==> src/hdl/bero_pkg.sv <==
package bero_pkg;

  localparam int unsigned PIX_W       = 8;
  localparam int unsigned CFG_W       = 11;
  localparam int unsigned CFG_IDX_W   = 1;
  localparam int unsigned WIDTH_RST   = 640;
  localparam int unsigned HEIGHT_RST  = 480;
  localparam int unsigned OFIFO_DEPTH = 3;
  localparam int unsigned OFIFO_CNT_W = 2;
  localparam int unsigned OFIFO_PTR_W = 2;

  localparam logic [PIX_W-1:0] WHITE = 8'd255;

  typedef enum logic [CFG_IDX_W-1:0] {
    REG_IMAGE_WIDTH  = 1'd0,
    REG_IMAGE_HEIGHT = 1'd1
  } cfg_reg_e;

  typedef struct packed {
    logic             valid;
    logic             emit;
    logic             last;
    logic             skip_top;
    logic             skip_bot;
    logic             skip_left;
    logic             skip_right;
    logic [PIX_W-1:0] pix;
  } issue_t;

  typedef struct packed {
    logic             last;
    logic [PIX_W-1:0] pix;
  } result_t;

endpackage

==> src/hdl/bero_win.sv <==
module bero_win #(
  parameter int unsigned MAX_WIDTH = 1024
) (
  input  logic                               clk_i,
  input  logic                               rst_ni,
  input  bero_pkg::issue_t                   iss_i,
  input  logic [$clog2(MAX_WIDTH)-1:0]       iss_col_i,
  input  logic [2*bero_pkg::PIX_W-1:0]       ram_rdata_i,
  output logic                               wr_en_o,
  output logic [$clog2(MAX_WIDTH)-1:0]       wr_addr_o,
  output logic [2*bero_pkg::PIX_W-1:0]       wr_data_o,
  output logic                               res_valid_o,
  output bero_pkg::result_t                  res_o
);

  localparam int unsigned CW = $clog2(MAX_WIDTH);
  localparam int unsigned PW = bero_pkg::PIX_W;

  bero_pkg::issue_t s1_q;
  logic [CW-1:0]    s1_col_q;
  logic             wr_valid_q;
  logic [CW-1:0]    wr_col_q;
  logic [2*PW-1:0]  wr_data_q;
  logic [PW-1:0]    win_q [3][3];
  logic [PW-1:0]    win_d [3][3];

  logic             fwd;
  logic [2*PW-1:0]  line_pair;
  logic [PW-1:0]    up, mid, center;
  logic             black_near;
  logic [2:0]       row_use, col_use;

  assign fwd       = s1_q.valid && wr_valid_q && (wr_col_q == s1_col_q);
  assign line_pair = fwd ? wr_data_q : ram_rdata_i;
  assign up        = line_pair[2*PW-1:PW];
  assign mid       = line_pair[PW-1:0];

  assign wr_en_o   = s1_q.valid;
  assign wr_addr_o = s1_col_q;
  assign wr_data_o = {mid, s1_q.pix};

  always_comb begin
    for (int r = 0; r < 3; r++) begin
      win_d[r][0] = win_q[r][1];
      win_d[r][1] = win_q[r][2];
    end
    win_d[0][2] = up;
    win_d[1][2] = mid;
    win_d[2][2] = s1_q.pix;
  end

  assign row_use = {!s1_q.skip_bot, 1'b1, !s1_q.skip_top};
  assign col_use = {!s1_q.skip_right, 1'b1, !s1_q.skip_left};
  assign center  = win_d[1][1];

  always_comb begin
    black_near = 1'b0;
    for (int r = 0; r < 3; r++) begin
      for (int k = 0; k < 3; k++) begin
        if (row_use[r] && col_use[k] && (win_d[r][k] == '0)) begin
          black_near = 1'b1;
        end
      end
    end
  end

  assign res_valid_o = s1_q.valid && s1_q.emit;
  assign res_o.last  = s1_q.last;
  assign res_o.pix   = ((center == bero_pkg::WHITE) && black_near) ? '0 : center;

  always_ff @(posedge clk_i or negedge rst_ni) begin
    if (!rst_ni) begin
      s1_q       <= '0;
      s1_col_q   <= '0;
      wr_valid_q <= 1'b0;
      wr_col_q   <= '0;
      wr_data_q  <= '0;
      for (int r = 0; r < 3; r++) begin
        for (int k = 0; k < 3; k++) begin
          win_q[r][k] <= '0;
        end
      end
    end else begin
      s1_q       <= iss_i;
      s1_col_q   <= iss_col_i;
      wr_valid_q <= s1_q.valid;
      wr_col_q   <= s1_col_q;
      wr_data_q  <= wr_data_o;
      if (s1_q.valid) begin
        win_q <= win_d;
      end
    end
  end

`ifndef NO_ASSERTIONS
  a_last_emits: assert property (@(posedge clk_i) disable iff (!rst_ni)
    s1_q.valid && s1_q.last |-> s1_q.emit)
    else $error("frame end flagged on an item without output");
`endif

endmodule

==> config.mk <==
export PLATFORM = sky130hd
export DESIGN_NAME = bero_win
export DESIGN_NICKNAME = d
export VERILOG_FILES = /design/src/hdl/bero_pkg.sv /design/src/hdl/bero_win.sv
export SDC_FILE = /design/constraint.sdc
export NUM_CORES = 1
export LEC_CHECK = 0
export ABC_CLOCK_PERIOD_IN_PS = 2500
export BUFFER_PORTS_ARGS = -buffer_cell sky130_fd_sc_hd__buf_2
export CORE_AREA = 2 2 91 93
export CTS_BUF_LIST = sky130_fd_sc_hd__clkbuf_8
export DETAILED_ROUTE_END_ITERATION = 8
export DIE_AREA = 0 0 93 95
export GPL_ROUTABILITY_DRIVEN = 0
export PLACE_DENSITY = 0.72
export SYNTH_ARGS = -nofsm -noshare
export SYNTH_HDL_FRONTEND = slang
export SYNTH_SLANG_ARGS = --single-unit
export TNS_END_PERCENT = 50
==> constraint.sdc <==
create_clock -name clk_i -period 2.5 [get_ports clk_i]
set_clock_uncertainty 0.05 [all_clocks]
set_input_delay 0.5 -clock clk_i [delete_from_list [all_inputs] [get_ports clk_i]]
set_output_delay 0.5 -clock clk_i [all_outputs]
set_load 0.005 [all_outputs]
* Yosys cells after proc, flatten, opt, wreduce, memory -nomap -nowiden
Cells that the tools add are included.
** Storage, ports and cells
- Register bits :: 100
- Bits in latches :: 0
- RAM bits :: 0
- Bits in read-only memories :: 0
- Input bits :: 43
- Output and inout port bits :: 37
- Word-level logic and storage cells :: 60
- Memories :: 0
** Operators by class
- Add/sub/neg operators :: 0
- $mul :: 0
- Divide/modulo/power cells :: 0
- Order comparisons :: 0
- Equal/unequal tests :: 2
- Shifts and indexed selects :: 0
- Mux-type cells :: 11
- Bitwise operators :: 0
- Reduce and logical (&&, ||, !) cells :: 29
** Operator list (count)
- logical NOT 8 bit :: 9
- logical AND 1 bit :: 16
- two-way mux 16 bit :: 1
- equality test 10 bit :: 1
- two-way mux 1 bit :: 9
- equality test 8 bit, second input constant :: 1
- two-way mux 8 bit :: 1
- logical NOT 1 bit :: 4

* Logic depth before layout (Yosys ltp)
Gate-level depths: netlist (run 1).
- Depth after elaboration :: 14
- Gate-level depth with buffers :: 6
- Mapped depth without buffers :: 5

* Worst setup path after synthesis (run 1)
OpenSTA, ideal clock, no wires.
- Kind :: input -> output
- Start :: input port ram_rdata_i[10] (netlist name)
- End :: output port res_o[0] (netlist name)
- Data arrival time :: 1.728 ns
- Data required time :: 1.950 ns
- Path slack :: 0.222 ns
- Stages :: 5
- Buffers on the path :: 0
- Path through :: or4_1 -> nor4_1 -> o21ai_0 -> mux2i_2 -> nor3b_1
** RTL lines
- from (decl) :: RTL line bero_win.sv:8 : input logic [2*bero_pkg::PIX_W-1:0] ram_rdata_i,
- to (decl) :: RTL line bero_win.sv:13 : output bero_pkg::result_t res_o

==> results of run 1 <==
-- power by group --
part           internal [mW]  switching, mW  total [mW]  leakage, nW
clock network          0.398          0.548       0.946       0.0974
registers               1.75         0.0992        1.85         1.16
logic                  0.174          0.136       0.311        0.860
-- flip-flops by register name (all words and copies together) (netlist names) --
register,cells
wr_col_q,10
wr_data_q,16
wr_addr_o,10
win_d,40
s1_q,5
center,8
res_o,1
wr_en_o,1
wr_data_o,8
wr_valid_q,1
-- timing repair --
item / 4_1_cts / 5_1_grt
pin swaps: 6 / 7
endpoints found under the hold margin: 0 / 0
gates resized for setup: 15 / 12
buffers inserted: 2 / 3
hold buffers: 0 / 0
setup endpoints to repair: 16 / 16
-- critical path, delay by kind of cell --
kind | cells | cell delay (ps)
buffers and inverters | 3 | 420
AND/OR/NAND/NOR | 3 | 940
AO/OA/AOI/OAI | 1 | 100
multiplexers | 1 | 180
-- path summary, 6_finish.rpt --
kind | start | end | slack, ps | cells after the start
worst max-delay path | ram_rdata_i[10] | res_o[3] | -180 | 8
min in group clk_i | iss_i[2] | wr_data_o[2] | 190 | 1
worst max register to register | wr_addr_o[0] | center[6] | 490 | 6
worst min-delay path | rst_ni | res_o[8] | 60 | 1
max in group asynchronous | rst_ni | center[4] | 1690 | 2
worst min register to register | wr_addr_o[9] | wr_col_q[9] | 360 | 0
-- routing by layer --
layer	up-vias	wire length [µm]	share of wire [%]
met5	-	0	0
met4	0	120	1.6
met3	9	321	4.3
met2	57	3700	49
met1	1192	3390	45
li1	1098	-	-
-- cells in the mapped netlist, drive strengths merged --
cell,instances
a21oi,8
and2,1
buf,21
clkbuf,3
dfrtp,100
mux2,48
mux2i,9
nand2,3
nand3,5
nand4,3
nor2,16
nor3,4
nor3b,8
nor4,14
o21ai,2
o31a,1
o41ai,1
or3,2
or4,8
xor2,10
-- through the flow --
stage / hold WS, ps / setup WS, ps / instance area (µm²)
2_1_floorplan: 154 / 222 / 3830
3_3_place_gp: 351 / -208 / 4280
3_5_place_dp: 349 / -260 / 4280
4_1_cts: 58.8 / -212 / 4550
5_1_grt: 84.0 / -257 / 4630
6_report: 56.1 / -180 / 4630
-- cells by family after synthesis --
kind of cell | Yosys count | synth area share (%)
muxes | 57 | 16.8
AOI/OAI and AO/OA | 12 | 1.77
xor gates and xnor gates | 10 | 2.29
and+or+nand+nor | 64 | 9.58
DFF | 100 | 65.4
buffers and inverters | 24 | 4.22
-- layout make-up --
| cell class | count | area, µm² |
|---|---|---|
| fillers | 656 | 3300 |
| flip-flops and latches | 100 | 2500 |
| multi-input cells | 143 | 1260 |
| repair buffers | 93 | 548 |
| clock buffers | 10 | 138 |
| well taps | 105 | 131 |
| clock inverters | 6 | 45.0 |
==> metrics.txt, run 1 <==
final hold viol count 0; grt met2 use 29.6%; GR Layer Usage met3 4.63%; Num CTS Buffers 9; largest net degree at the start of global routing 60; gr usage total 18.2%; Crit path largest cell delay 590 ps; ANT cells 0; Clock Pin Slew Worst Setup and Hold Paths 100 ps; Avg Inst Size Synth 14.3 µm²; Final Max Tran Viols 0; Max Fclk 373 MHz; Die ar. 8840 µm²; failing checks setup timing; crit-path max FO 8; Tmin final 2680 ps; post-synthesis cell type count 25; CTS tree yes; WS Path Type input pin to output pin; Routed Antenna Nets 0; initial antenna violation count 0; Max-slew headroom 53.9%; status finished, violations left; I/O Buffers 79; drt drc 0; clk buf depth 2; DR WL/cell 16.5 µm; commonest cells after routing, fill and taps aside dfrtp_1, buf_2, mux2_2; worst-margin pin slew 691 ps; clk_lat worst skew 360 ps; DRT Wirelength 7530 µm; crit start category input pin; final layout net count 390; Finished Layout Cells 457; most frequent cell on the critical path buf_2; setup violators final 16; max_cap viols 0; commonest non-fill, non-tap cell in the layout dfrtp_1; Vias/cell 5.16; Hold/Removal Path Class input pin to async pin; fin worst setup slack -180 ps; Placement Rows 33; Root Driver clkbuf_8; GR peak layer met2; required time of the critical path 1950 ps; pwr/cell area 671 nW/µm²; LEAKAGE 2.11 nW; Die Ht 95 µm; grt ovf 0; post-synth top area share 65.4%; H-tree Lvls 3; unrepaired setup endpoints after global routing true; Ys Warns 0; Starting DRT DRC Count 71; largest cells by area after synthesis dfrtp_1, mux2_2, buf_4; crit-path cells buf_2, or4_1, nor4_4, o21ai_1, mux2i_2, buf_6, nor3b_2, buf_2; I/O Pins 80; Worst setup EP type output pin; Vias 2356; first-pass GRT wire length 11900 µm; Post-DP HPWL 5230 µm; Mapped Area 3830 µm²; Post-Place Cells 436; Core ar. 7930 µm²; Area Overhead vs Synth 21.0%; Mapped Cells 267; total power draw 3.11 mW; DRT Pass-1 Iters 6; Post-Syn Nets 310; share of cells above drive strength 1 49.7%; Die Span X 93 µm; Final period util 107%; crit path DAT 2130 ps; Peak VDD IR 0.000425 V; count of clock tree sinks 100; post-synth top area cell dfrtp_1; Seq/Total Area, Yosys 65.4%; met1 GRT Util 23.4%; Util after Layout 58.4%; number of global-route vias before repair 2330; Critical Path Slowest Stage Cell or4_1; Starting Density 48.3%; number of synthesized register bits 100; final setup TNS -2290 ps
(Power assumes the default switching activity.)
==> run 2: changes to the inputs <==
--- a/config.mk
+++ b/config.mk
@@ -6,13 +6,14 @@
 export NUM_CORES = 1
 export LEC_CHECK = 0
 export ABC_CLOCK_PERIOD_IN_PS = 2500
-export BUFFER_PORTS_ARGS = -buffer_cell sky130_fd_sc_hd__buf_2
+export BUFFER_PORTS_ARGS = -buffer_cell sky130_fd_sc_hd__buf_4
 export CORE_AREA = 2 2 91 93
 export CTS_BUF_LIST = sky130_fd_sc_hd__clkbuf_8
 export DETAILED_ROUTE_END_ITERATION = 8
 export DIE_AREA = 0 0 93 95
 export GPL_ROUTABILITY_DRIVEN = 0
 export PLACE_DENSITY = 0.72
+export SETUP_SLACK_MARGIN = 0.5
 export SYNTH_ARGS = -nofsm -noshare
 export SYNTH_HDL_FRONTEND = slang
 export SYNTH_SLANG_ARGS = --single-unit
==> metrics.txt, run 2 (same netlist as run 1, synthesis figures left out) <==
Peak VDD IR 0.000415 V (was 0.000425 V); max_cap viols 0 (unchanged); commonest cells after routing, fill and taps aside dfrtp_1, buf_4, mux2_2 (was dfrtp_1, buf_2, mux2_2); Largest register FFs 40 (unchanged); Max Fclk 372 MHz (was 373 MHz); pwr/cell area 648 nW/µm² (was 671 nW/µm²); Die Ht 95 µm (unchanged); Routed Antenna Nets 0 (unchanged); Die Span X 93 µm (unchanged); Core ar. 7930 µm² (unchanged); failing checks setup timing (unchanged); status finished, violations left (unchanged); Tmin final 2680 ps (about the same); Critical Path Slowest Stage Cell or4_4 (was or4_1); crit-path cells or4_4, nor4_4, o21ai_1, mux2i_2, buf_6, nor3b_2, buf_4 (was buf_2, or4_1, nor4_4, o21ai_1, mux2i_2, buf_6, nor3b_2, buf_2); crit start category flip-flop (was input pin); ANT cells 0 (unchanged); clk_lat worst skew 360 ps (about the same); crit-path max FO 8 (unchanged); LEAKAGE 2.18 nW (was 2.11 nW); Worst Setup SP wr_data_q[10] (was ram_rdata_i[10]); Vias/cell 5.13 (was 5.16); number of global-route vias before repair 2432 (was 2330); DRT Pass-1 Iters 4 (was 6); final layout net count 391 (was 390); Crit path largest cell delay 560 ps (was 590 ps); share of cells above drive strength 1 49.9% (was 49.7%); worst-margin pin slew 526 ps (was 691 ps); DRT Wirelength 7440 µm (was 7530 µm); largest net degree at the start of global routing 60 (unchanged); grt ovf 0 (unchanged); # fillers 640 (was 656); clk buf depth 2 (unchanged); Final period util 107% (about the same); Util after Layout 61.2% (was 58.4%); final setup TNS -2610 ps (was -2290 ps); commonest non-fill, non-tap cell in the layout dfrtp_1 (unchanged); crit path DAT 2130 ps (about the same); count of clock tree sinks 100 (unchanged); Crit path max-delay family simple AND/OR/NAND/NOR gates (unchanged); Post-DP HPWL 5380 µm (was 5230 µm); Final Max Tran Viols 0 (unchanged); unrepaired setup endpoints after global routing true (unchanged); I/O Buffers 79 (unchanged); WP buf/inv 2 (was 3); WS Path Type flip-flop to output pin (was input pin to output pin); initial antenna violation count 0 (unchanged); gr usage total 18.1% (was 18.2%); final hold viol count 0 (unchanged); Area Overhead vs Synth 26.8% (was 21.0%); H-tree Lvls 3 (unchanged); Clock Pin Slew Worst Setup and Hold Paths 90 ps (was 100 ps); Hold/Removal Path Class input pin to async pin (unchanged); Vias 2348 (was 2356); worst r2r src wr_addr_o[8] (was wr_addr_o[0]); DR WL/cell 16.2 µm (was 16.5 µm); required time of the critical path 1950 ps (about the same); Worst setup EP type output pin (unchanged); I/O Pins 80 (unchanged); Placement Rows 33 (unchanged); Die ar. 8840 µm² (unchanged); fin worst setup slack -185 ps (was -180 ps); Num CTS Buffers 9 (unchanged); total power draw 3.15 mW (was 3.11 mW); R2R Setup Slk 470 ps (was 490 ps); drt drc 0 (unchanged); first-pass GRT wire length 12000 µm (was 11900 µm); hold_buf cts 0 (unchanged); Starting Density 48.3% (unchanged); post-placement setup slack -259 ps (was -260 ps); CTS tree yes (unchanged); Max-slew headroom 64.9% (was 53.9%); Root Driver clkbuf_8 (unchanged); Hold Slack 59.7 ps (was 56.1 ps); setup violators final 16 (unchanged); Starting DRT DRC Count 62 (was 71)
[run 2: changes by cell type in the layout (fill, tap and decap cells not counted), sizes merged]
cell | previous run | this run
buf | 93 | 94
inv | 3 | 5
clkinv | 3 | 1
[run 2: routing by layer]
layer,global-route usage [%],vias to the layer above,wire length [µm]
li1,-,1101,-
met1,22.7,1168,3170
met2,30.0,68,3720
met3,6.15,11,441
met4,5.64,0,104
met5,0,-,0
[run 2: timing repair]
item,4_1_cts,5_1_grt
buffers inserted,2,3
endpoints found under the setup margin,26,33
pin swaps,5,7
gates resized for setup,22,7
[run 2: final timing paths]
check                          endpoint  cells after the start
setup / recovery               res_o[2]                      7
min in group clk_i         wr_addr_o[1]                      1
hold / removal                 s1_q[13]                      1
max in group asynchronous       wr_en_o                      2
hold reg to reg             wr_col_q[9]                      0
setup reg to reg              center[7]                      6
[run 2: area by class of cell]
class,instances,area [µm²],share of cell area (%)
sequential,100,2500,51.6
multi-input combinational,143,1270,26.2
timing repair buffer,94,763,15.7
clock buffer,10,138,2.84
tap,105,131,2.71
clock inverter,6,47.5,0.980
[run 2: worst register-to-register path: stages (launching register included)]
cell and delay [ps]:
dfrtp_1 410, xor2_1 160, nor4_2 330, nand3_2 190
buf_12 190, mux2_2 310, mux2_2 270
[run 2: where the power goes]
part / internal (mW) / leakage (nW) / total [mW] / switching (mW)
Clock: 0.402 / 0.0995 / 0.945 / 0.543
Sequential: 1.75 / 1.16 / 1.85 / 0.101
Combinational: 0.213 / 0.925 / 0.349 / 0.135
[run 2: stage by stage]
stage               area (µm²)  cells
global route              4850    458
detailed placement        4480    437
finish                    4850    458
floorplan                 3830    267
global placement          4480    437
CTS                       4790    455
