`config.mk`:
```
export PLATFORM = sky130hd
export DESIGN_NAME = bero_ofifo
export DESIGN_NICKNAME = d
export VERILOG_FILES = /design/src/hdl/bero_pkg.sv /design/src/hdl/bero_ofifo.sv
export SDC_FILE = /design/constraint.sdc
export NUM_CORES = 1
export LEC_CHECK = 0
export ABC_AREA = 1
export BUFFER_PORTS_ARGS = -buffer_cell sky130_fd_sc_hd__buf_2
export CAP_MARGIN = 20
export CELL_PAD_IN_SITES_DETAIL_PLACEMENT = 0
export CELL_PAD_IN_SITES_GLOBAL_PLACEMENT = 1
export CORE_MARGIN = 2
export CORE_UTILIZATION = 40
export CTS_BUF_LIST = sky130_fd_sc_hd__clkbuf_2
export CTS_CLUSTER_SIZE = 8
export DETAILED_ROUTE_END_ITERATION = 7
export GPL_TIMING_DRIVEN = 1
export MAX_ROUTING_LAYER = met4
export PLACE_DENSITY = 0.83
export SLEW_MARGIN = 20
export SYNTH_ARGS = -nofsm -noshare
export SYNTH_HDL_FRONTEND = slang
export SYNTH_SLANG_ARGS = --single-unit
```
`constraint.sdc`:
```
create_clock -name clk_i -period 1.3 [get_ports clk_i]
set_input_delay 0.065 -clock clk_i [delete_from_list [all_inputs] [get_ports clk_i]]
set_output_delay 0.065 -clock clk_i [all_outputs]
set_load 0.01 [all_outputs]
```
`src/hdl/bero_pkg.sv`:
```
package bero_pkg;

  localparam int unsigned PIX_W       = 8;
  localparam int unsigned CFG_W       = 11;
  localparam int unsigned CFG_IDX_W   = 1;
  localparam int unsigned WIDTH_RST   = 640;
  localparam int unsigned HEIGHT_RST  = 480;
  localparam int unsigned OFIFO_DEPTH = 3;
  localparam int unsigned OFIFO_CNT_W = 2;
  localparam int unsigned OFIFO_PTR_W = 2;

  localparam logic [PIX_W-1:0] WHITE = 8'd255;

  typedef enum logic [CFG_IDX_W-1:0] {
    REG_IMAGE_WIDTH  = 1'd0,
    REG_IMAGE_HEIGHT = 1'd1
  } cfg_reg_e;

  typedef struct packed {
    logic             valid;
    logic             emit;
    logic             last;
    logic             skip_top;
    logic             skip_bot;
    logic             skip_left;
    logic             skip_right;
    logic [PIX_W-1:0] pix;
  } issue_t;

  typedef struct packed {
    logic             last;
    logic [PIX_W-1:0] pix;
  } result_t;

endpackage

```
`src/hdl/bero_ofifo.sv`:
```
module bero_ofifo (
  input  logic                              clk_i,
  input  logic                              rst_ni,
  input  logic                              push_i,
  input  bero_pkg::result_t                 push_data_i,
  output logic                              m_tvalid_o,
  input  logic                              m_tready_i,
  output bero_pkg::result_t                 m_data_o,
  output logic [bero_pkg::OFIFO_CNT_W-1:0]  cnt_o
);

  localparam int unsigned DEPTH = bero_pkg::OFIFO_DEPTH;
  localparam int unsigned PTW   = bero_pkg::OFIFO_PTR_W;
  localparam int unsigned CNW   = bero_pkg::OFIFO_CNT_W;

  bero_pkg::result_t mem_q [DEPTH];
  logic [PTW-1:0]    wr_q, wr_d, rd_q, rd_d;
  logic [CNW-1:0]    cnt_q, cnt_d;
  logic              pop;

  assign pop        = m_tvalid_o && m_tready_i;
  assign m_tvalid_o = cnt_q != '0;
  assign m_data_o   = mem_q[rd_q];
  assign cnt_o      = cnt_q;

  assign wr_d  = !push_i ? wr_q : (wr_q == PTW'(DEPTH - 1)) ? '0 : wr_q + PTW'(1);
  assign rd_d  = !pop ? rd_q : (rd_q == PTW'(DEPTH - 1)) ? '0 : rd_q + PTW'(1);
  assign cnt_d = cnt_q + CNW'(push_i) - CNW'(pop);

  always_ff @(posedge clk_i) begin
    if (push_i) begin
      mem_q[wr_q] <= push_data_i;
    end
  end

  always_ff @(posedge clk_i or negedge rst_ni) begin
    if (!rst_ni) begin
      wr_q  <= '0;
      rd_q  <= '0;
      cnt_q <= '0;
    end else begin
      wr_q  <= wr_d;
      rd_q  <= rd_d;
      cnt_q <= cnt_d;
    end
  end

`ifndef NO_ASSERTIONS
  a_no_overflow: assert property (@(posedge clk_i) disable iff (!rst_ni)
    push_i |-> cnt_q != CNW'(DEPTH))
    else $error("result queue overflow");
`endif

endmodule

```
### Word-level counts from Yosys, hierarchy flattened

Memories as Yosys holds them, arrays and structs flattened.
Cells that the tools add are included.
Widths: inputs -> output; s select.

* register bits: 6
* memory bits (writable): 27
* output and inout port bits: 12
* memories: 1

Memories
* mem_q: words 3, width 9, read ports 1, clocked after memory_dff 0, write ports 1, RTL line bero_ofifo.sv:16 `bero_pkg::result_t mem_q [DEPTH];`

* $add $sub $neg: 4
* eq/ne operators: 2
* muxes and demuxes: 4
* reductions and logical operators: 2

Operators with widths (count)
* $add 2x1->2 const B: 2
* $eq 2x2->1 const B: 2
* $mux 2: 2
* $add 2x1->2: 1
* $mux 1: 2
* $reduce_bool 2->1: 1
* $sub 2x1->2: 1
* $logic_and 1x1->1: 1

### Depth between registers and ports, before layout

Gate-level depths: netlist of the first run.

* depth after elaboration: 3
* mapped depth: 10
* depth with buffers taken out: 10

### Least setup slack after synthesis of the first run

OpenSTA, ideal clock, no wires.

* path type: reg-to-reg
* start: register cnt_q[1], in the netlist cnt_o[1]
* end: register cnt_q[1], in the netlist cnt_o[1]
* setup time: 0.116 ns
* arrival time: 1.357 ns
* required time: 1.184 ns
* setup slack: -0.173 ns
* cell stages (with the launch flop): 10
* clock period less this slack: 1.473 ns
* cells stage by stage: dfrtp_1 -> inv_1 -> nand2_1 -> nand2_1 -> inv_1 -> ha_1 -> inv_1 -> ha_1 -> nand3_1 -> nand2_1

* cells in the longest elaborated chain, start to end: 3

RTL lines
* from (decl): RTL line bero_ofifo.sv:18 `logic [CNW-1:0] cnt_q, cnt_d;`
* from (signal assigned): RTL line bero_ofifo.sv:44 `cnt_q <= cnt_d;`
* $reduce_bool 2->1: RTL line bero_ofifo.sv:22 `assign m_tvalid_o = cnt_q != '0;`
* named net m_tvalid_o: RTL line bero_ofifo.sv:6 `output logic m_tvalid_o,`
* $logic_and 1x1->1: RTL line bero_ofifo.sv:21 `assign pop = m_tvalid_o && m_tready_i;`
* named net pop: RTL line bero_ofifo.sv:19 `logic pop;`
* $sub 2x1->2: RTL line bero_ofifo.sv:28 `assign cnt_d = cnt_q + CNW'(push_i) - CNW'(pop);`
* named net cnt_d[1]: RTL line bero_ofifo.sv:18

The timed path passes the listed nets, and every way through them passes these cells.
A chain may end at the register's enable or synchronous reset.

==> metrics.csv, run 1 <==
stage,metric,value,unit
placement,dpl_cell_area,1550,um^2
clock_tree,cts_tree,built,
drt,routedWlPerCell,12.28,um
synthesis,syn_area_per_cell,12.29,um^2
drt,detail_route.vias_per_cell,4.557,
synthesis,synth_fa_ha_area_frac,0.01903,
synthesis,synth_area_leaders,"edfxtp_1 (62%), dfrtp_1 (11%), nand2_1 (8.6%), nand3_1 (8.4%), inv_1 (3.1%)",
critical_path,ff2ff_path_depth,9,
placement,post-place-cells,181,
placement,globalplace.congestion,0.7650,
cells_and_area,fin_nets,180,
synthesis,synth_top_family_by_area,simple AND/OR/NAND/NOR gates,
run_status,status,finished with violations,
critical_path,crit_required,1.24,ns
critical_path,worstPathMaxFanout,7,
synthesis,synth_top_area_cell,edfxtp_1,
critical_path,timing.rr.end,cnt_o[1],
clock_tree,cts_max_path_buffers,2,
synthesis,yosys.area_share.simple,0.1912,
timing,finalMaxSlewViolations,0,
synthesis,synth_compound_area_frac,0.007612,
synthesis,synth.mux.area_fraction,0,
grt,track_usage,0.1673,
drt,vias,957,
placement,port_buffers,24,
drt,ant_nets,0,
synthesis,yosys.area.top_type_share,0.6166,
timing,setup_viol_count_final,10,
grt,grt_overflow_total,0,
floorplan,initial_core_util,0.4272,
placement,pre_cts_slack,-0.05262,ns
clock_tree,clkSlewWorstSetupHoldPaths,0.15,ns
floorplan,ios,25,
synthesis,synth_area,1315,um^2
grt,antenna_found_initial,0,
power_and_ir_drop,p_leak,0.0008027,uW
floorplan,fp.dieH,61.34,um
timing,layout_setup_ws,-0.08898,ns
timing,tightest_slew,0.2222,ns
run_status,violations,setup timing,
clock_tree,clockRootBuffer,clkbuf_2,
critical_path,timing.rr.start,cnt_o[0],
cells_and_area,drive_gt1_frac,0.3916,
synthesis,yosysWarnings,0,
floorplan,die_area,3762,um^2
cells_and_area,fin_cells,210,
power_and_ir_drop,powerDensity,2088,nW/um^2
floorplan,die_w,61.34,um
synthesis,seq_area_frac_synth,0.7307,
clock_tree,clkLatencyLatePin,0.36,ns
critical_path,worst-r2r-setup-slack,-0.01,ns
synthesis,syn_nets,122,
drt,dr.pass1.iters,4,
timing,fin_crit,1.389,ns
timing,fin_crit_sh,1.068,
hold_path,min_path_type,input port to async pin,
grt,grt_max_degree,12,
cells_and_area,final.fill_count,247,
synthesis,netlist_instances,107,
critical_path,end_kind,output pin,
drt,drtIter0Drc,29,
grt,grt_pass1_wl,3.995,mm
cells_and_area,area_delta_synth_final,40.25,%
flow_run,max_cap_violations,0,
floorplan,core-area,3078,um^2
cells_and_area,final_cell_mix,"nand2_1 (27), edfxtp_1 (27), buf_2 (23)",
synthesis,ys_seq_elements,33,
placement,place_hpwl,1.570,mm
timing,rsz0062_at_grt,true,
critical_path,critical_path_class,register to output pin,
power_and_ir_drop,max-vdd-ir-drop,1.045,mV
drt,route.detailed.drc,0,
drt,wl,2.578,mm
synthesis,synth_xor_area_frac,0,
cells_and_area,antenna_cells,0,
timing,clock.fmax,0.7200,GHz
timing,whs,0.03798,ns
critical_path,worst_setup_path_start_kind,register,
timing,slew_headroom,0.8519,
floorplan,rows,20,
synthesis,synth.distinct_cells,12,
grt,grt_pass1_vias,896,
clock_tree,cts_sinks,33,
clock_tree,cts_made_buffers,5,
critical_path,arrival,1.32,ns
timing,hold_violations,0,
clock_tree,h-tree-depth,2,
cells_and_area,fin_area,1844,um^2
timing,skew,0.006704,ns
==> synthesized netlist by cell type, drive strengths merged <==
library cell  count
inv              12
nand2            30
ha                2
edfxtp           27
nor2              3
dfrtp             6
o21ai             2
buf               2
nand3            23
==> layout make-up <==
type                    count  area [um^2]  share of cell area
repair buffers             52        390.4              0.2117
multi-input cells          61        345.3              0.1872
clock buffers               6        30.03             0.01628
flip-flops and latches     33        963.4              0.5224
clock inverters             2        10.01            0.005427
inverters                  12        50.05             0.02714
well taps                  44        55.05             0.02985
==> routing by layer <==
layer  wire, um  GRT usage  part of all wire  up-vias
li1           -          -                 -      483
met1       1088     0.1837              0.42      447
met2       1327     0.2720              0.51       25
met3        147    0.06303             0.057        2
met4         15    0.07295            0.0058        0
met5          0          -                 0        -
==> stage by stage <==
| stage | power, uW | utilization | setup TNS (ns) |
|---|---|---|---|
| after global routing | 4154 | 0.5992 | -1.818 |
| after global placement | 2917 | 0.5037 | 0 |
| final | 3851 | 0.5992 | -0.6282 |
| after detailed placement | 2965 | 0.5037 | -0.05262 |
| after floorplan | 2386 | - | -0.09420 |
| after CTS | 3769 | 0.5886 | -1.070 |
==> flip-flops by register name, summed over array words and instances, names as in the netlist <==
register and flops:
wr_q 2, rd_q 2, cnt_o 2, mem_q 27
==> report_power, final <==
part	internal (uW)	switching, uW
clock network	135	316
logic	886	978
registers	1390	146
total	2410	1440
==> critical path, stage by stage, from the launching register on <==
cell	delay, ns
dfrtp_2	0.52
buf_6	0.17
nand2_1	0.05
nand3_1	0.09
buf_2	0.15
==> how the worst max path moves through the flow <==
stage | depth (start not counted) | endpoint | start | slack (ns)
after floorplan | 9 | cnt_o[1] | cnt_o[1] | -0.06
after global placement | 9 | cnt_o[1] | cnt_o[0] | 0.02
after detailed placement | 9 | cnt_o[1] | cnt_o[0] | -0.05
after CTS | 4 | m_data_o[2] | rd_q[1] | -0.13
after global routing | 4 | m_data_o[2] | rd_q[1] | -0.21
final | 4 | m_data_o[2] | rd_q[1] | -0.09
==> kinds of logic (layout without fill, tap and decap cells) <==
| group | after synthesis | count (layout) |
|---|---|---|
| and+or+nand+nor | 56 | 57 |
| DFF | 33 | 33 |
| adders and majority gates | 2 | 2 |
| buffers and inverters | 14 | 72 |
| AOI/OAI and AO/OA | 2 | 2 |
==> repair_timing <==
item                       in CTS  in global routing
resized for setup              13                  5
setup endpoints to repair      11                 11
hold buffers                   12                  0
pin swaps                       8                  7
hold endpoints to repair       38                  0
cloned                          1                  0
buffers inserted                6                  2
(Power assumes the default switching activity.)
==> run 2: changes to the inputs <==
clock period = 1.1 ns   (was 1.3 ns; I/O delays follow)
==> metrics.csv, run 2 (synthesis gave the netlist of run 1 again) <==
stage,metric,value,unit
cells_and_area,antenna_cells,0,
run_status,status,finished with violations,
grt,grt_overflow_total,0,
floorplan,rows,20,
critical_path,crit_start,rd_q[0],
floorplan,ios,25,
cells_and_area,largest_register,mem_q,
power_and_ir_drop,p_leak,0.0008614,uW
timing,clock.fmax,0.6851,GHz
hold_path,min_from,push_i,
drt,vias,998,
critical_path,critical_path_class,register to output pin,
timing,finalMaxSlewViolations,0,
timing,hold_violations,0,
critical_path,crit_required,1.04,ns
critical_path,worst_setup_path_start_kind,register,
timing,fin_crit,1.460,ns
critical_path,arrival,1.40,ns
clock_tree,cts_sinks,33,
power_and_ir_drop,power.switching,1962,uW
power_and_ir_drop,max-vdd-ir-drop,1.440,mV
drt,ant_nets,0,
timing,layout_setup_ws,-0.3597,ns
drt,route.detailed.drc,0,
cells_and_area,final_cell_mix,"edfxtp_1 (27), nand2_1 (25), buf_2 (21)",
grt,antenna_found_initial,0,
grt,track_usage,0.1886,
power_and_ir_drop,powerDensity,2483,nW/um^2
placement,pre_cts_slack,-0.2201,ns
drt,detail_route.vias_per_cell,4.664,
cells_and_area,area_delta_synth_final,56.14,%
placement,place_hpwl,1.617,mm
critical_path,worstPathMaxFanout,5,
placement,port_buffers,24,
hold_path,min_path_type,input port to register,
timing,skew,0.01661,ns
timing,setup_viol_count_final,34,
timing,tightest_slew,0.3081,ns
timing,fin_crit_sh,1.327,
clock_tree,cts_made_buffers,5,
power_and_ir_drop,p_clk_frac,0.105,
clock_tree,clkLatencyLatePin,0.37,ns
clock_tree,h-tree-depth,2,
power_and_ir_drop,seqPwrFrac,0.360,
cells_and_area,layout_commonest_cell,edfxtp_1,
critical_path,end_kind,output pin,
grt,grt_pass1_wl,4.698,mm
power_and_ir_drop,combPwrFrac,0.535,
grt,grt_pass1_vias,1081,
power_and_ir_drop,internal-power,3137,uW
critical_path,timing.rr.start,cnt_o[1],
cells_and_area,final.fill_count,219,
clock_tree,clockRootBuffer,clkbuf_2,
drt,drtIter0Drc,23,
drt,wl,2.976,mm
floorplan,die_w,61.34,um
clock_tree,cts_max_path_buffers,2,
power_and_ir_drop,p_sw_frac,0.3848,
drt,dr.pass1.iters,4,
cells_and_area,drive_gt1_frac,0.4706,
cells_and_area,register_area,963.4,um^2
flow_run,max_cap_violations,0,
floorplan,fp.dieH,61.34,um
drt,routedWlPerCell,13.91,um
floorplan,initial_core_util,0.4272,
placement,dpl_cell_area,1600,um^2
cells_and_area,fin_nets,184,
critical_path,worst-r2r-setup-slack,-0.22,ns
cells_and_area,fin_area,2053,um^2
grt,grt_max_degree,12,
clock_tree,cts_tree,built,
timing,rsz0062_at_grt,true,
timing,slew_headroom,0.7939,
floorplan,die_area,3762,um^2
placement,globalplace.congestion,0.7032,
cells_and_area,multiInputGateArea,397.9,um^2
floorplan,core-area,3078,um^2
run_status,violations,setup timing,
cells_and_area,largest_register_ffs,27,
clock_tree,clkSlewWorstSetupHoldPaths,0.17,ns
## run 2: cell types whose count changed in the layout (fill, tap and decap cells not counted), sizes merged
cell	delta
buf	+1
clkbuf	+1
clkinvlp	+1
dlygate4sd3	+1
## run 2: worst paths after layout
| check | endpoint | cells after the start |
|---|---|---|
| setup reg to reg | cnt_o[1] | 9 |
| min in group asynchronous | cnt_o[1] | 3 |
| setup / recovery | m_data_o[4] | 4 |
| hold reg to reg | wr_q[0] | 3 |
| max in group asynchronous | wr_q[0] | 3 |
| hold / removal | cnt_o[0] | 2 |
## run 2: routing by layer
layer  wire length, um  share of wire  GRT usage
met5                 0              0          -
met4                74          0.025    0.07295
met3               142          0.048    0.05882
met2              1630           0.55     0.3374
met1              1128           0.38     0.1913
## run 2: critical path, stage by stage, from the launching register on
cell and delay (ns):
dfrtp_2 0.51, nor2_4 0.21, nand2_1 0.10, nand3_1 0.09, buf_2 0.13
## run 2: final cells by class
type,instances,area share
clock buffers,5,0.01219
clock inverters,3,0.008531
inverters,12,0.02925
multi-input cells,61,0.1938
flip-flops and latches,33,0.4692
well taps,44,0.02681
repair buffers,56,0.2602
## run 2: stage by stage
step	hold slack (ns)	cells	setup TNS [ns]	util	total power, uW
floorplan	-0.2406	107	-0.4942	-	2825
global placement	-0.1180	184	-0.3144	0.5199	3592
detailed placement	-0.1125	184	-0.3805	0.5199	3659
CTS	0.01273	211	-3.997	0.6341	4763
global route	0.02352	214	-6.169	0.6671	5458
finish	0.05962	214	-4.254	0.6671	5099
## run 2: power groups by stage
stage	clock network, uW	logic (uW)	registers [uW]
6_report	535	2730	1830
2_1_floorplan	0	1030	1800
4_1_cts	557	2400	1810
5_1_grt	629	2980	1850
3_3_place_gp	0	1820	1770
3_5_place_dp	0	1880	1780
## run 2: what timing repair did
action                                  4_1_cts  5_1_grt
setup buffers                                 3        2
hold endpoints to repair                     37        0
gates cloned                                  3        1
endpoints found under the setup margin       29       40
resized for setup                            29       17
pin swaps                                     9        8
hold buffers                                 13        0
==> run 3: changes to the inputs <==
CORE_UTILIZATION = 38   (was 40)
CTS_BUF_LIST = not set   (was sky130_fd_sc_hd__clkbuf_2)
PLACE_DENSITY = 0.8   (was 0.83)
==> metrics.csv, run 3 (synthesis gave the netlist of run 1 again) <==
stage,metric,value,unit
clock_tree,cts_tree,built,
cells_and_area,register_area,963.4,um^2
hold_path,worstHoldEndpoint,rd_q[0],
placement,globalplace.congestion,0.7333,
grt,grt_max_degree,12,
hold_path,min_path_type,input port to register,
flow_run,max_cap_violations,0,
floorplan,initial_core_util,0.3941,
timing,setup_viol_count_final,14,
critical_path,crit_required,1.04,ns
cells_and_area,fin_nets,180,
run_status,violations,setup timing,
power_and_ir_drop,max-vdd-ir-drop,1.372,mV
critical_path,arrival,1.33,ns
drt,routedWlPerCell,13.86,um
timing,whs,0.009202,ns
timing,skew,0.006112,ns
placement,pre_cts_slack,-0.2510,ns
critical_path,end_kind,output pin,
timing,clock.fmax,0.7211,GHz
timing,layout_setup_ws,-0.2868,ns
grt,grt_pass1_vias,1037,
drt,route.detailed.drc,0,
critical_path,crit_chain,nor2_4 > nand2_1 > nand3_2 > buf_6,
floorplan,die_w,62.83,um
critical_path,timing.rr.start,cnt_o[0],
critical_path,critical_path_class,register to output pin,
cells_and_area,final.fill_count,272,
critical_path,worst-r2r-setup-slack,-0.21,ns
placement,place_hpwl,1.770,mm
timing,hold_violations,0,
grt,grt_pass1_wl,4.643,mm
cells_and_area,layout_commonest_cell,edfxtp_1,
power_and_ir_drop,p_leak,0.0008435,uW
cells_and_area,final_cell_mix,"edfxtp_1 (27), nand2_1 (25), buf_2 (21)",
floorplan,die_area,3947,um^2
critical_path,ff2ff_path_depth,10,
drt,ant_nets,0,
drt,vias,1038,
drt,drtIter0Drc,41,
critical_path,worst_setup_path_start_kind,register,
clock_tree,cts_made_buffers,5,
cells_and_area,antenna_cells,0,
timing,finalMaxSlewViolations,0,
clock_tree,h-tree-depth,2,
hold_path,min_path_cells,3,
cells_and_area,multiInputGateArea,390.4,um^2
floorplan,fp.dieH,62.83,um
grt,track_usage,0.1638,
placement,port_buffers,24,
critical_path,crit_slowest_cell,dfrtp_2,
floorplan,rows,21,
timing,slew_headroom,0.8570,
timing,fin_crit_sh,1.261,
cells_and_area,area_delta_synth_final,49.57,%
critical_path,timing.rr.end,cnt_o[1],
power_and_ir_drop,powerDensity,2734,nW/um^2
drt,detail_route.vias_per_cell,4.896,
clock_tree,clockRootBuffer,clkbuf_4,
critical_path,worstPathMaxFanout,5,
cells_and_area,largest_register,mem_q,
cells_and_area,drive_gt1_frac,0.4759,
clock_tree,clkSlewWorstSetupHoldPaths,0.09,ns
timing,tightest_slew,0.2140,ns
timing,fin_crit,1.387,ns
hold_path,min_from,m_tready_i,
drt,wl,2.939,mm
clock_tree,cts_sinks,33,
grt,antenna_found_initial,0,
floorplan,ios,25,
cells_and_area,largest_register_ffs,27,
clock_tree,cts_max_path_buffers,2,
run_status,status,finished with violations,
timing,rsz0062_at_grt,true,
critical_path,max_stage_delay,0.49,ns
grt,grt_overflow_total,0,
clock_tree,clkLatencyLatePin,0.34,ns
drt,dr.pass1.iters,4,
floorplan,core-area,3337,um^2
==> run 3: cell types whose count changed in the layout (fill, tap and decap cells not counted), sizes merged <==
cell	change
clkinv	-1
dlygate4sd3	-3
clkinvlp	-1
clkbuf	-2
buf	+1
bufinv	+2
==> run 3: worst max-delay path by stage <==
stage / startpoint / endpoint / slack, ns / cells after the start
after global routing: rd_q[1] / m_data_o[2] / -0.35 / 4
after floorplan: cnt_o[1] / cnt_o[1] / -0.26 / 9
after detailed placement: cnt_o[0] / cnt_o[1] / -0.25 / 9
final: rd_q[1] / m_data_o[2] / -0.29 / 4
after global placement: cnt_o[0] / cnt_o[1] / -0.18 / 9
after CTS: rd_q[1] / m_data_o[2] / -0.28 / 4
==> run 3: layout make-up <==
class | count | area share
Clock inverter | 3 | 0.03308
Timing Repair Buffer | 52 | 0.2036
Sequential cell | 33 | 0.4898
Multi-Input combinational cell | 61 | 0.1985
Clock buffer | 5 | 0.01908
Tap cell | 46 | 0.02926
Inverter | 12 | 0.02672
==> run 3: repair_timing <==
action,CTS,global route
setup endpoints to repair,33,39
hold buffers,10,0
setup buffers,4,4
hold endpoints to repair,33,0
resized for setup,20,19
pin swaps,4,10
cloned,1,0
==> run 3: per-layer routing <==
layer	up-vias	global-route usage	wire, um
met1	504	0.1551	1057
li1	484	-	-
met2	34	0.3024	1611
met3	16	0.03063	154
met4	0	0.1028	116
met5	-	-	0
==> run 3: critical path: cells and delay by family (launching register included) <==
family        cells  cell delay [ns]
buf+inv           1             0.10
flops             1             0.49
simple gates      3             0.41
==> run 3: power breakdown <==
part	internal [uW]	total, uW	switching (uW)
Clock	703	1110	406
Sequential	1650	1820	177
Combinational	1130	2450	1320
==> run 3: metrics by stage <==
| stage | cells | total power [uW] | setup TNS (ns) | instance area [um^2] | utilization |
|---|---|---|---|---|---|
| after global routing | 212 | 5674 | -3.848 | 1967 | 0.5894 |
| after global placement | 188 | 3519 | -0.3118 | 1580 | 0.4736 |
| after floorplan | 107 | 2825 | -0.4942 | 1328 | - |
| after CTS | 209 | 5060 | -2.788 | 1874 | 0.5617 |
| after detailed placement | 188 | 3599 | -0.6583 | 1580 | 0.4736 |
| final | 212 | 5378 | -2.762 | 1967 | 0.5894 |
